==> config.mk <==
export PLATFORM = sky130hd
export DESIGN_NAME = bitmap_priority_ready_queue_scheduler_flat
export DESIGN_NICKNAME = d
export VERILOG_FILES = /design/src/sv/bprq_pkg.sv /design/src/sv/bprq_if.sv /design/src/sv/bitmap_priority_ready_queue_scheduler.sv /design/src/flat_wrapper.sv
export SDC_FILE = /design/constraint.sdc
export NUM_CORES = 2
export LEC_CHECK = 0
export ABC_AREA = 1
export BUFFER_PORTS_ARGS = -buffer_cell sky130_fd_sc_hd__clkbuf_2
export CAP_MARGIN = 5
export CORE_UTILIZATION = 45
export CTS_BUF_LIST = sky130_fd_sc_hd__clkbuf_8
export DETAILED_ROUTE_END_ITERATION = 8
export PLACE_DENSITY_LB_ADDON = 0.1
export SLEW_MARGIN = 0
export SYNTH_ARGS = -nofsm -noshare
export SYNTH_HDL_FRONTEND = slang
export SYNTH_SLANG_ARGS = --single-unit
==> constraint.sdc <==
create_clock -name clock -period 10.2 [get_ports clock]
set_input_delay 1.02 -clock clock [delete_from_list [all_inputs] [get_ports clock]]
set_output_delay 1.02 -clock clock [all_outputs]
set_load 0.05 [all_outputs]
==> src/sv/bprq_pkg.sv <==
`timescale 1ns / 1ps

package bprq_pkg;

   // Sizes of the scheduler. Both counts are powers of two, so an index wraps by truncation.
   localparam int THREADS         = 32;
   localparam int PRIORITY_LEVELS = 128;
   localparam int TID_W           = $clog2(THREADS);
   localparam int LV_W            = $clog2(PRIORITY_LEVELS);

   // The bitmap is searched one chunk per cycle.
   localparam int CHUNK   = 16;
   localparam int CHUNK_W = $clog2(CHUNK);
   localparam int NCHUNK  = PRIORITY_LEVELS / CHUNK;
   localparam int NCH_W   = (NCHUNK > 1) ? $clog2(NCHUNK) : 1;

   // Field widths of the channels.
   localparam int KIND_FW   = 2;
   localparam int TID_FW    = 5;
   localparam int PRIO_FW   = 7;
   localparam int STATUS_FW = 2;

   typedef logic [TID_W-1:0] tid_type;
   typedef logic [LV_W-1:0]  lv_type;

   typedef enum logic [KIND_FW-1:0] {
      KIND_READY  = 2'd0,
      KIND_REMOVE = 2'd1,
      KIND_SET    = 2'd2,
      KIND_ELECT  = 2'd3
   } kind_type;

   typedef enum logic [STATUS_FW-1:0] {
      ST_OK         = 2'd0,
      ST_QUEUED     = 2'd1,
      ST_NOT_QUEUED = 2'd2,
      ST_NONE_READY = 2'd3
   } status_type;

endpackage

==> src/sv/bprq_if.sv <==
`timescale 1ns / 1ps

// Command channel into the scheduler.
interface bprq_req_if import bprq_pkg::*; ();
   logic                 valid;
   logic                 ready;
   logic [KIND_FW-1:0]   kind;
   logic [TID_FW-1:0]    target_thread;
   logic [PRIO_FW-1:0]   priority_req;
   logic                 current_running;

   modport source (output valid, kind, target_thread, priority_req, current_running,
                   input ready);
   modport sink   (input valid, kind, target_thread, priority_req, current_running,
                   output ready);
endinterface

// Result channel out of the scheduler.
interface bprq_rsp_if import bprq_pkg::*; ();
   logic                 valid;
   logic                 ready;
   logic [TID_FW-1:0]    chosen_thread;
   logic [PRIO_FW-1:0]   next_priority;
   logic                 switched;
   logic [STATUS_FW-1:0] status;

   modport source (output valid, chosen_thread, next_priority, switched, status,
                   input ready);
   modport sink   (input valid, chosen_thread, next_priority, switched, status,
                   output ready);
endinterface

==> src/sv/bitmap_priority_ready_queue_scheduler.sv <==
`timescale 1ns / 1ps

// Priority scheduler with one FIFO ready list per level and a bitmap of busy levels.
// Commands arrive on req_port (valid/ready): make ready, remove, set current, elect.
// Every command yields exactly one item on rsp_port with the current thread, its
// level, a switched flag and a status code.
// A small sequencer walks each command through the list memories one step per
// cycle, waiting in its last step while the output register is full; the block
// takes one command at a time. Make ready passes decode, the tail read and the
// append write; remove passes decode and the unlink read and write; set current
// and any command rejected at decode pass only decode. Elect scans the level
// bitmap 16 levels per cycle, then may append the old thread and unlink the new head.
// Ready returns when the result is registered, so the block takes no new
// command before it is through with the last one.
// The head, tail and link memories have one registered read port each, so every
// read takes a step of its own.
// Reset empties the bitmap and the queued flags, sets thread 0 at the least
// urgent level as current and drops any pending result; the list memories need
// no clearing. When the receiver stalls, the next item is still accepted and
// runs until its own result needs the output register, then waits.
module bitmap_priority_ready_queue_scheduler import bprq_pkg::*; (
   input  logic       clock,
   input  logic       reset,
   bprq_req_if.sink   req_port,
   bprq_rsp_if.source rsp_port
);

   typedef enum logic [10:0] {
      S_IDLE     = 11'b000_0000_0001,
      S_DECODE   = 11'b000_0000_0010,
      S_APP_RD   = 11'b000_0000_0100,
      S_APP_WR   = 11'b000_0000_1000,
      S_SCAN     = 11'b000_0001_0000,
      S_ELECT    = 11'b000_0010_0000,
      S_HEAD_RD  = 11'b000_0100_0000,
      S_HEAD_GET = 11'b000_1000_0000,
      S_UNL_RD   = 11'b001_0000_0000,
      S_UNL_WR   = 11'b010_0000_0000,
      S_DONE     = 11'b100_0000_0000
   } state_type;

   state_type state_ff, state_in;

   // Latched command.
   kind_type kind_ff, kind_in;
   tid_type  tid_ff, tid_in;
   lv_type   lv_ff, lv_in;
   logic     run_ff, run_in;

   // Sequencer working registers.
   logic [NCH_W-1:0] chunk_ff, chunk_in;
   lv_type           best_ff, best_in;
   tid_type          app_t_ff, app_t_in;
   lv_type           app_lv_ff, app_lv_in;
   logic             app_ret_ff, app_ret_in;
   tid_type          unl_t_ff, unl_t_in;
   logic             sw_ff, sw_in;
   status_type       status_ff, status_in;

   // Scheduler state held in flip-flops.
   tid_type                    cur_thread_ff, cur_thread_in;
   lv_type                     cur_level_ff, cur_level_in;
   logic [PRIORITY_LEVELS-1:0] bitmap_ff, bitmap_in;
   logic [THREADS-1:0]         queued_ff, queued_in;
   lv_type                     qlevel_ff [THREADS];
   logic                       qlevel_we;
   tid_type                    qlevel_waddr;
   lv_type                     qlevel_wdata;

   // Output register.
   logic                 rsp_valid_ff, rsp_valid_in;
   logic [TID_FW-1:0]    rsp_thread_ff, rsp_thread_in;
   logic [PRIO_FW-1:0]   rsp_prio_ff, rsp_prio_in;
   logic                 rsp_sw_ff, rsp_sw_in;
   logic [STATUS_FW-1:0] rsp_status_ff, rsp_status_in;

   // List memories, one write and one registered read port each.
   tid_type head_mem [PRIORITY_LEVELS];
   tid_type tail_mem [PRIORITY_LEVELS];
   tid_type next_mem [THREADS];
   tid_type prev_mem [THREADS];
   tid_type head_rd_ff, tail_rd_ff, next_rd_ff, prev_rd_ff;
   lv_type  head_raddr, tail_raddr, head_waddr, tail_waddr;
   tid_type next_raddr, prev_raddr, next_waddr, prev_waddr;
   tid_type head_wdata, tail_wdata, next_wdata, prev_wdata;
   logic    head_we, tail_we, next_we, prev_we;

   // Scan of one bitmap chunk.
   logic [CHUNK-1:0]   chunk_bits;
   logic [CHUNK_W-1:0] chunk_low;
   logic               chunk_hit;
   lv_type             unl_lv;
   logic               at_head, at_tail;
   logic               out_free;

   assign chunk_bits = bitmap_ff[{chunk_ff, CHUNK_W'(0)} +: CHUNK];
   assign chunk_hit  = |chunk_bits;

   // Lowest set bit of the chunk.
   always_comb begin
      chunk_low = '0;
      for (int i = CHUNK - 1; i >= 0; i--) begin
         if (chunk_bits[i]) begin
            chunk_low = CHUNK_W'(i);
         end
      end
   end

   assign unl_lv   = qlevel_ff[unl_t_ff];
   assign at_head  = (head_rd_ff == unl_t_ff);
   assign at_tail  = (tail_rd_ff == unl_t_ff);
   assign out_free = !rsp_valid_ff || rsp_port.ready;

   assign req_port.ready = (state_ff == S_IDLE);

   // Sequencer.
   always_comb begin
      state_in      = state_ff;
      kind_in       = kind_ff;
      tid_in        = tid_ff;
      lv_in         = lv_ff;
      run_in        = run_ff;
      chunk_in      = chunk_ff;
      best_in       = best_ff;
      app_t_in      = app_t_ff;
      app_lv_in     = app_lv_ff;
      app_ret_in    = app_ret_ff;
      unl_t_in      = unl_t_ff;
      sw_in         = sw_ff;
      status_in     = status_ff;
      cur_thread_in = cur_thread_ff;
      cur_level_in  = cur_level_ff;
      bitmap_in     = bitmap_ff;
      queued_in     = queued_ff;
      qlevel_we     = 1'b0;
      qlevel_waddr  = app_t_ff;
      qlevel_wdata  = app_lv_ff;
      rsp_valid_in  = rsp_valid_ff && !rsp_port.ready;
      rsp_thread_in = rsp_thread_ff;
      rsp_prio_in   = rsp_prio_ff;
      rsp_sw_in     = rsp_sw_ff;
      rsp_status_in = rsp_status_ff;
      head_raddr    = best_ff;
      tail_raddr    = app_lv_ff;
      next_raddr    = unl_t_ff;
      prev_raddr    = unl_t_ff;
      head_we       = 1'b0;
      tail_we       = 1'b0;
      next_we       = 1'b0;
      prev_we       = 1'b0;
      head_waddr    = app_lv_ff;
      tail_waddr    = app_lv_ff;
      next_waddr    = tail_rd_ff;
      prev_waddr    = app_t_ff;
      head_wdata    = app_t_ff;
      tail_wdata    = app_t_ff;
      next_wdata    = app_t_ff;
      prev_wdata    = tail_rd_ff;

      case (state_ff)
         S_IDLE: begin
            if (req_port.valid) begin
               kind_in  = kind_type'(req_port.kind);
               tid_in   = req_port.target_thread[TID_W-1:0];
               lv_in    = req_port.priority_req[LV_W-1:0];
               run_in   = req_port.current_running;
               state_in = S_DECODE;
            end
         end

         S_DECODE: begin
            sw_in      = 1'b0;
            status_in  = ST_OK;
            chunk_in   = '0;
            app_t_in   = tid_ff;
            app_lv_in  = lv_ff;
            app_ret_in = 1'b0;
            unl_t_in   = tid_ff;
            case (kind_ff)
               KIND_READY: begin
                  if (queued_ff[tid_ff]) begin
                     status_in = ST_QUEUED;
                     state_in  = S_DONE;
                  end else begin
                     state_in = S_APP_RD;
                  end
               end
               KIND_REMOVE: begin
                  if (!queued_ff[tid_ff]) begin
                     status_in = ST_NOT_QUEUED;
                     state_in  = S_DONE;
                  end else begin
                     state_in = S_UNL_RD;
                  end
               end
               KIND_SET: begin
                  if (queued_ff[tid_ff]) begin
                     status_in = ST_QUEUED;
                  end else begin
                     cur_thread_in = tid_ff;
                     cur_level_in  = lv_ff;
                  end
                  state_in = S_DONE;
               end
               KIND_ELECT: begin
                  state_in = S_SCAN;
               end
               default: begin
                  state_in = S_DONE;
               end
            endcase
         end

         // Tail of the target level is read here.
         S_APP_RD: begin
            tail_raddr = app_lv_ff;
            state_in   = S_APP_WR;
         end

         S_APP_WR: begin
            if (bitmap_ff[app_lv_ff]) begin
               prev_we = 1'b1;
               next_we = 1'b1;
               tail_we = 1'b1;
            end else begin
               head_we              = 1'b1;
               tail_we              = 1'b1;
               bitmap_in[app_lv_ff] = 1'b1;
            end
            queued_in[app_t_ff] = 1'b1;
            qlevel_we           = 1'b1;
            state_in            = app_ret_ff ? S_HEAD_RD : S_DONE;
         end

         // Most urgent busy level, one chunk per cycle.
         S_SCAN: begin
            if (chunk_hit) begin
               best_in  = {chunk_ff, chunk_low};
               state_in = S_ELECT;
            end else if (chunk_ff == NCH_W'(NCHUNK - 1)) begin
               status_in = ST_NONE_READY;
               state_in  = S_DONE;
            end else begin
               chunk_in = chunk_ff + 1'b1;
            end
         end

         S_ELECT: begin
            if (run_ff && (best_ff >= cur_level_ff)) begin
               state_in = S_DONE;
            end else if (run_ff && !queued_ff[cur_thread_ff]) begin
               // The running thread goes back to the tail of its own level first.
               app_t_in   = cur_thread_ff;
               app_lv_in  = cur_level_ff;
               app_ret_in = 1'b1;
               state_in   = S_APP_RD;
            end else begin
               state_in = S_HEAD_RD;
            end
         end

         S_HEAD_RD: begin
            head_raddr = best_ff;
            state_in   = S_HEAD_GET;
         end

         S_HEAD_GET: begin
            unl_t_in      = head_rd_ff;
            sw_in         = (head_rd_ff != cur_thread_ff);
            cur_thread_in = head_rd_ff;
            cur_level_in  = best_ff;
            state_in      = S_UNL_RD;
         end

         // Neighbors and level ends of the thread to unlink are read here.
         S_UNL_RD: begin
            head_raddr = unl_lv;
            tail_raddr = unl_lv;
            next_raddr = unl_t_ff;
            prev_raddr = unl_t_ff;
            state_in   = S_UNL_WR;
         end

         S_UNL_WR: begin
            head_waddr = unl_lv;
            tail_waddr = unl_lv;
            head_wdata = next_rd_ff;
            tail_wdata = prev_rd_ff;
            next_waddr = prev_rd_ff;
            next_wdata = next_rd_ff;
            prev_waddr = next_rd_ff;
            prev_wdata = prev_rd_ff;
            if (at_head && at_tail) begin
               bitmap_in[unl_lv] = 1'b0;
            end else if (at_head) begin
               head_we = 1'b1;
            end else if (at_tail) begin
               tail_we = 1'b1;
            end else begin
               next_we = 1'b1;
               prev_we = 1'b1;
            end
            queued_in[unl_t_ff] = 1'b0;
            state_in            = S_DONE;
         end

         S_DONE: begin
            if (out_free) begin
               rsp_valid_in  = 1'b1;
               rsp_thread_in = TID_FW'(cur_thread_ff);
               rsp_prio_in   = PRIO_FW'(cur_level_ff);
               rsp_sw_in     = sw_ff;
               rsp_status_in = status_ff;
               state_in      = S_IDLE;
            end
         end

         default: begin
            state_in = S_IDLE;
         end
      endcase
   end

   // Control registers.
   always_ff @(posedge clock) begin
      if (reset) begin
         state_ff      <= S_IDLE;
         cur_thread_ff <= '0;
         cur_level_ff  <= lv_type'(PRIORITY_LEVELS - 1);
         bitmap_ff     <= '0;
         queued_ff     <= '0;
         rsp_valid_ff  <= 1'b0;
      end else begin
         state_ff      <= state_in;
         cur_thread_ff <= cur_thread_in;
         cur_level_ff  <= cur_level_in;
         bitmap_ff     <= bitmap_in;
         queued_ff     <= queued_in;
         rsp_valid_ff  <= rsp_valid_in;
      end
   end

   // Payload registers.
   always_ff @(posedge clock) begin
      kind_ff       <= kind_in;
      tid_ff        <= tid_in;
      lv_ff         <= lv_in;
      run_ff        <= run_in;
      chunk_ff      <= chunk_in;
      best_ff       <= best_in;
      app_t_ff      <= app_t_in;
      app_lv_ff     <= app_lv_in;
      app_ret_ff    <= app_ret_in;
      unl_t_ff      <= unl_t_in;
      sw_ff         <= sw_in;
      status_ff     <= status_in;
      rsp_thread_ff <= rsp_thread_in;
      rsp_prio_ff   <= rsp_prio_in;
      rsp_sw_ff     <= rsp_sw_in;
      rsp_status_ff <= rsp_status_in;
      if (qlevel_we) begin
         qlevel_ff[qlevel_waddr] <= qlevel_wdata;
      end
   end

   // List memories.
   always_ff @(posedge clock) begin
      if (head_we) begin
         head_mem[head_waddr] <= head_wdata;
      end
      if (tail_we) begin
         tail_mem[tail_waddr] <= tail_wdata;
      end
      if (next_we) begin
         next_mem[next_waddr] <= next_wdata;
      end
      if (prev_we) begin
         prev_mem[prev_waddr] <= prev_wdata;
      end
      head_rd_ff <= head_mem[head_raddr];
      tail_rd_ff <= tail_mem[tail_raddr];
      next_rd_ff <= next_mem[next_raddr];
      prev_rd_ff <= prev_mem[prev_raddr];
   end

   assign rsp_port.valid         = rsp_valid_ff;
   assign rsp_port.chosen_thread = rsp_thread_ff;
   assign rsp_port.next_priority = rsp_prio_ff;
   assign rsp_port.switched      = rsp_sw_ff;
   assign rsp_port.status        = rsp_status_ff;

   // An accepted command keeps the block busy on the next cycle.
   a_busy_after_accept: assert property (@(posedge clock) disable iff (reset)
      (req_port.valid && req_port.ready) |=> !req_port.ready)
      else $error("command accepted while the sequencer was busy");

   // Only a successful elect reports a switch.
   a_switch_ok: assert property (@(posedge clock) disable iff (reset)
      (rsp_port.valid && rsp_port.switched) |-> (rsp_port.status == ST_OK))
      else $error("switch reported with an error status");

   // A scan that finds no busy level ends the command with no ready thread.
   a_scan_end: assert property (@(posedge clock) disable iff (reset)
      (state_ff == S_SCAN && !chunk_hit && chunk_ff == NCH_W'(NCHUNK - 1))
      |=> (state_ff == S_DONE && status_ff == ST_NONE_READY))
      else $error("empty scan did not finish with no ready thread");

   // A list is unlinked only for a thread that is queued.
   a_unlink_queued: assert property (@(posedge clock) disable iff (reset)
      (state_ff == S_UNL_RD) |-> queued_ff[unl_t_ff])
      else $error("unlink of a thread that is not queued");

endmodule
==> src/flat_wrapper.sv <==
// flat-port wrapper written by rule: the top's interface ports become plain ports
module bitmap_priority_ready_queue_scheduler_flat import bprq_pkg::*;
  (clock, reset, req_port_valid, req_port_kind, req_port_target_thread, req_port_priority_req, req_port_current_running, req_port_ready, rsp_port_valid, rsp_port_chosen_thread, rsp_port_next_priority, rsp_port_switched, rsp_port_status, rsp_port_ready);
  bprq_req_if req_port_i ();
  bprq_rsp_if rsp_port_i ();
  input  logic clock;
  input  logic reset;
  input wire logic [$bits(req_port_i.valid)-1:0] req_port_valid;
  input wire logic [$bits(req_port_i.kind)-1:0] req_port_kind;
  input wire logic [$bits(req_port_i.target_thread)-1:0] req_port_target_thread;
  input wire logic [$bits(req_port_i.priority_req)-1:0] req_port_priority_req;
  input wire logic [$bits(req_port_i.current_running)-1:0] req_port_current_running;
  output wire logic [$bits(req_port_i.ready)-1:0] req_port_ready;
  output wire logic [$bits(rsp_port_i.valid)-1:0] rsp_port_valid;
  output wire logic [$bits(rsp_port_i.chosen_thread)-1:0] rsp_port_chosen_thread;
  output wire logic [$bits(rsp_port_i.next_priority)-1:0] rsp_port_next_priority;
  output wire logic [$bits(rsp_port_i.switched)-1:0] rsp_port_switched;
  output wire logic [$bits(rsp_port_i.status)-1:0] rsp_port_status;
  input wire logic [$bits(rsp_port_i.ready)-1:0] rsp_port_ready;
  assign req_port_i.valid = req_port_valid;
  assign req_port_i.kind = req_port_kind;
  assign req_port_i.target_thread = req_port_target_thread;
  assign req_port_i.priority_req = req_port_priority_req;
  assign req_port_i.current_running = req_port_current_running;
  assign req_port_ready = req_port_i.ready;
  assign rsp_port_valid = rsp_port_i.valid;
  assign rsp_port_chosen_thread = rsp_port_i.chosen_thread;
  assign rsp_port_next_priority = rsp_port_i.next_priority;
  assign rsp_port_switched = rsp_port_i.switched;
  assign rsp_port_status = rsp_port_i.status;
  assign rsp_port_i.ready = rsp_port_ready;
  bitmap_priority_ready_queue_scheduler u_core (.clock(clock), .reset(reset), .req_port(req_port_i), .rsp_port(rsp_port_i));
endmodule
**After elaboration in Yosys (flattened, before gate mapping)**

Memory sizes are Yosys's and may differ from the RTL's. A register that Yosys moved wholly into a read port is not among the register bits.
Cells that the tools add are included.

- Order comparisons: 11
- Muxes and demuxes: 101
- Shift-type cells: 1
- Reduce and logical (&&, ||, !) cells: 31
- Equal/unequal tests: 30
- Bitwise logic cells: 6
- Add/sub/neg operators: 1

Operators by type and width:

| operator | number |
|---|---|
| $mux W128 | 2 |
| $pmux W128 S2 | 1 |
| $and A128 B128 Y128 | 1 |
| $not A128 Y128 | 1 |
| $or A128 B128 Y128 | 1 |
| $shiftx A128 B8 Y16 | 1 |
| $pmux W11 S11 | 1 |
| $mux W11 | 8 |
| $pmux W32 S2 | 1 |
| $mux W7 | 8 |
| $pmux W11 S4 | 1 |
| $mux W5 | 8 |
| $and A32 B32 Y32 | 1 |
| $mux W1 | 32 |
| $mux W4 | 8 |
| $not A32 Y32 | 1 |
| $or A32 B32 Y32 | 1 |
| $pmux W5 S2 | 3 |
| $pmux W7 S2 | 2 |
| $lt A5 B6 Y1 const B | 4 |
| $mux W3 | 6 |
| $reduce_and A3 Y1 | 6 |
| $lt A7 B8 Y1 const B | 2 |
| $reduce_or A16 Y1 | 1 |
| other kinds (40) | 80 |

- Output and inout port bits: 17
- Input port bits: 19
- Register bits: 245
- Word-level logic and storage cells: 212
- Memories: 5
- RAM bits: 1824

Memory list:

| memory | words | width | read ports | clocked after memory_dff | wr ports | RTL line | source |
|---|---|---|---|---|---|---|---|
| u_core.head_mem | 128 | 5 | 1 | 1 | 1 | bitmap_priority_ready_queue_scheduler.sv:78 | `tid_type head_mem [PRIORITY_LEVELS];` |
| u_core.tail_mem | 128 | 5 | 1 | 1 | 1 | bitmap_priority_ready_queue_scheduler.sv:79 | `tid_type tail_mem [PRIORITY_LEVELS];` |
| u_core.qlevel_ff | 32 | 7 | 1 | 1 | 1 | bitmap_priority_ready_queue_scheduler.sv:65 | `lv_type qlevel_ff [THREADS];` |
| u_core.next_mem | 32 | 5 | 1 | 1 | 1 | bitmap_priority_ready_queue_scheduler.sv:80 | `tid_type next_mem [THREADS];` |
| u_core.prev_mem | 32 | 5 | 1 | 1 | 1 | bitmap_priority_ready_queue_scheduler.sv:81 | `tid_type prev_mem [THREADS];` |

**Logic depth before layout (Yosys ltp)**

- Word-level depth: 16
- Depth in mapped cells: 23
- Gate-level depth less buffers: 20

**Worst setup path before layout**

Ideal clock, no wire load.

- Kind: register to register
- From: register u_core.state_ff[3]
- To: memory u_core.prev_mem[10][0] (netlist bit) (enable)
- Clock period less this slack: 9749 ps
- Path buffers: 0
- Setup time: 374 ps
- Path slack: 451 ps
- Required time: 9826 ps
- Cell stages (with the launch flop): 10
- Data arrival time: 9376 ps
- Path through: dfxtp_1 -> inv_2 -> nand2_1 -> nor2_1 -> nand2_1 -> inv_2 -> nand3_1 -> o21ai_0 -> nand3_1 -> nor2_1

- Elaborated cells between the ends (all ways): 6
- Classes of those cells: 2 x eq/ne; 4 x mux

RTL lines:

| what | RTL line | source |
|---|---|---|
| start: declaration | bitmap_priority_ready_queue_scheduler.sv:42 | `state_type state_ff, state_in;` |
| start signal: assignment | bitmap_priority_ready_queue_scheduler.sv:334 | `state_ff <= state_in;` |
| $eq A11 B10 Y1 | n/a |  |
| $mux W5 | n/a |  |
| via u_core.head_wdata[1] | bitmap_priority_ready_queue_scheduler.sv:85 | `tid_type head_wdata, tail_wdata, next_wdata, prev_wdata;` |
| end: declaration | bitmap_priority_ready_queue_scheduler.sv:81 |  |

The timed path passes the listed nets, and every way through them passes these cells.

==> results.md <==
- Status: complete, no violations
- Leakage: 38.1 nW
- FF+latch count, synth: 2094
- Cell taking the most area after synthesis: edfxtp_1
- Total Neg Setup Slack: 0 ps
- RSZ-0062 raised after global routing: false
- Post-Syn Nets: 9218
- Worst EP arrival: 6780 ps
- Clk sinks: 2094
- Port Buffer Count: 35
- Critical path fanouts, max: 58
- Slowest library cell on the worst path: nor4_1
- Worst-margin pin slew: 1320 ps
- Switching share of power: 0.241
- Clock share of power: 0.408
- Area share of the largest cell type after synthesis: 0.599
- Cells along the critical path: inv_4, buf_4, nand2_1, nand3_1, nand3_1, nand2_1, nand2_1, nand3_1, nand2_2, inv_2, a21oi_4, inv_2, nor2_4, buf_4, inv_1, nor4_1
- Die Ht: 460 um
- I/O Pins: 36
- Avg WL per Cell: 23.2 um
- Peak supply drop: 0.154 mV
- Min Tclk post-route: 6090 ps
- Core Rows: 167
- DRT Wirelength: 282000 um
- CTS tree: done
- Netlist cell types: 55
- HPWL after detailed placement: 164000 um
- GR Overflow Total: 0
- Initial core utilization: 0.454
- CTS Root Cell: clkbuf_8
- CTS HTree Levels: 5
- Reg clk slew, reported paths: 60 ps
- Core area: 0.208 mm^2
- Area growth syn-to-layout: 9.29%
- CP Capture Type: flop
- Final nets: 9135
- Mapped cell area: 0.0944 mm^2
- Setup violations, final: 0
- Worst endpoint required time: 10880 ps
- Post-synthesis sequential area ratio: 0.644
- DRC: 0
- Hold buffers post-CTS: 0
- Vias in the first global route: 66400
- Postcts setup bufs: 0
- DRT iter0 DRCs: 7427
- Fraction of layout cells with a size suffix above 1: 0.0776
- Ranking of synthesized cells by area: edfxtp_1 60%, nand3_1 9.1%, nand2_1 5.9%
- Die area: 0.212 mm^2
- Final core utilization: 0.496
- Cells after Synth: 9190
- Final hold viol count: 0
- Cell family with most CP delay: buffers and inverters
- Clock Latency Late Sink: 1100 ps
- Routability congestion estimate: 0.901
- Combinational share of power: 0.051
- Post-Syn Area per Cell: 10.3 um^2
- Total GRT Usage: 0.263
- Clock tree buffer depth: 4
- Post-route ant nets: 0
- Fmax: 0.164 GHz
- DR pass1 iterations: 8
- Worst setup SP type: flop
- Net Sw Power: 4.17 mW
- Max-slew violation count: 0
- Critical Path Max Stage Delay: 1060 ps
- # fillers: 19100
- Initial antenna violation count: 7
- Internal power: 13.2 mW
- Slew headroom: 0.111
- TritonCTS Buffers: 371
- Clock Skew: 78.8 ps
- Via density: 5.65
- Min-Delay Path Class: input port to flop
- PostCTS Resize Cnt: 0
- Synth warn: 0
- Die Width: 460 um
- Largest net degree at the start of global routing: 182
- Global-route wire length before repair: 422000 um
- Crit path buf inv count: 6
- Seq pwr share: 0.541
- Max-cap violations: 0
- Final period util: 0.597
- P per Cell Area: 168 mW/mm^2
- WS Path Type: flop to flop
- Vias: 68800
## per-stage QoR
| stage | worst slack, ps | cell area [um^2] | power [mW] | instances | hold slack [ps] |
|---|---|---|---|---|---|
| after floorplan | 451 | 94400 | 10.1 | 9190 | 400 |
| after global placement | 4100 | 96600 | 10.4 | 11500 | 416 |
| after detailed placement | 4060 | 96600 | 10.4 | 11500 | 418 |
| after CTS | 4050 | 103000 | 17.5 | 12200 | 38.7 |
| after global routing | 3740 | 103000 | 17.9 | 12200 | 76.4 |
| final | 4110 | 103000 | 17.3 | 12200 | 130 |
## worst reg2reg max path, delay by kind of cell, from the launching register on
family                 cells  cell delay, ps
DFF                        1             670
and+or+nand+nor            9            2260
AOI/OAI and AO/OA          1             370
buffers and inverters      6            2440
## state kept, by name (all words and copies together), names as in the netlist, 11 cells and up, named ones only
signal,count
u_core.bitmap_ff,128
u_core.head_mem,640
u_core.next_mem,160
u_core.prev_mem,160
u_core.qlevel_ff,224
u_core.queued_ff,32
u_core.state_ff,11
u_core.tail_mem,640
## area by class of cell
type / count / area [um^2] / area share
clock inverter: 248 / 1080 / 0.0105
antenna: 7 / 17.5 / 0.000170
inverter: 1061 / 4000 / 0.0387
tap: 2788 / 3490 / 0.0338
sequential: 2094 / 60800 / 0.589
clock buffer: 397 / 5460 / 0.0529
timing repair buffer: 150 / 1130 / 0.0109
multi-input combinational: 5429 / 27200 / 0.264
## worst paths after layout
check                                               start                               end  slack [ps]  cells after the start
worst max-delay path                                 flop           u_core.tail_mem[104][1]        4110                     16
worst min-delay path            req_port_target_thread[3]                  u_core.tid_ff[3]         130                      1
worst max register to register                       flop           u_core.tail_mem[104][1]        4110                     16
worst min register to register     u_core.cur_level_ff[1]  u_core.rsp_port.next_priority[1]         440                      0
## layout by cell type (no fill, tap or decap), types with 6 or more instances in the layout
master / instances
ha_1: 9
clkinv_1: 76
nor2_2: 10
nand4_1: 23
o21ai_2: 8
buf_4: 108
inv_2: 48
clkbuf_2: 35
a22oi_1: 86
o21ai_4: 11
buf_12: 7
nand3b_1: 468
nand3_1: 1717
a21oi_1: 144
nor4_1: 38
clkinv_2: 31
clkbuf_8: 397
nand4_2: 6
a31oi_1: 87
o31ai_1: 6
a221oi_1: 31
o2111ai_1: 8
nand2_1: 1479
o22ai_1: 33
o211ai_1: 25
nor2_1: 622
diode_2: 7
o221ai_1: 30
edfxtp_1: 1885
dfxtp_1: 207
nor2_4: 12
nor3_1: 120
nand2_4: 7
inv_1: 1138
o21ai_1: 124
a211oi_1: 8
o21ai_0: 264
xnor2_1: 7
clkinvlp_4: 7
## kinds of logic (layout without fill, tap and decap cells)
kind of cell    after synthesis  count (layout)  synth area share
other cells                   0               7                 0
xor+xnor                     11              11           0.00102
buf+inv                    1667            1856            0.0714
simple gates               4528            4528             0.228
compound gates              881             881            0.0551
flops                      2094            2094             0.644
fa+ha+maj                     9               9           0.00119
## Yosys cell counts (all sizes together)
master	count
clkinv	5
and3	1
and2	1
nor4	44
a31oi	87
o21a	1
a22oi	86
o21bai	5
ha	9
nor3	123
edfxtp	1885
or4	1
xor2	4
clkbuf	295
buf	311
o31ai	6
o21ai	407
nor2	644
nand3b	468
dfxtp	209
inv	1056
a21oi	150
nand2	1492
o211ai	25
xnor2	7
o41ai	1
a211oi	8
o221ai	30
nand3	1723
a21boi	1
a2111o	1
o22ai	33
nand4	29
a221oi	32
o2111ai	8
or2	2
## routing by layer
metal,GRT usage,share of wire
met3,0.0418,0.073
met2,0.407,0.45
met4,0.0872,0.029
met5,0,0.000050
met1,0.377,0.44
## power groups by stage
stage / logic [mW] / registers (mW) / clock network [mW]
final: 0.875 / 9.38 / 7.08
after global routing: 0.946 / 9.38 / 7.56
after CTS: 0.871 / 9.38 / 7.21
after detailed placement: 0.870 / 9.56 / 0
after global placement: 0.864 / 9.56 / 0
after floorplan: 0.544 / 9.55 / 0
No activity file was read; power rests on OpenSTA's default activity.
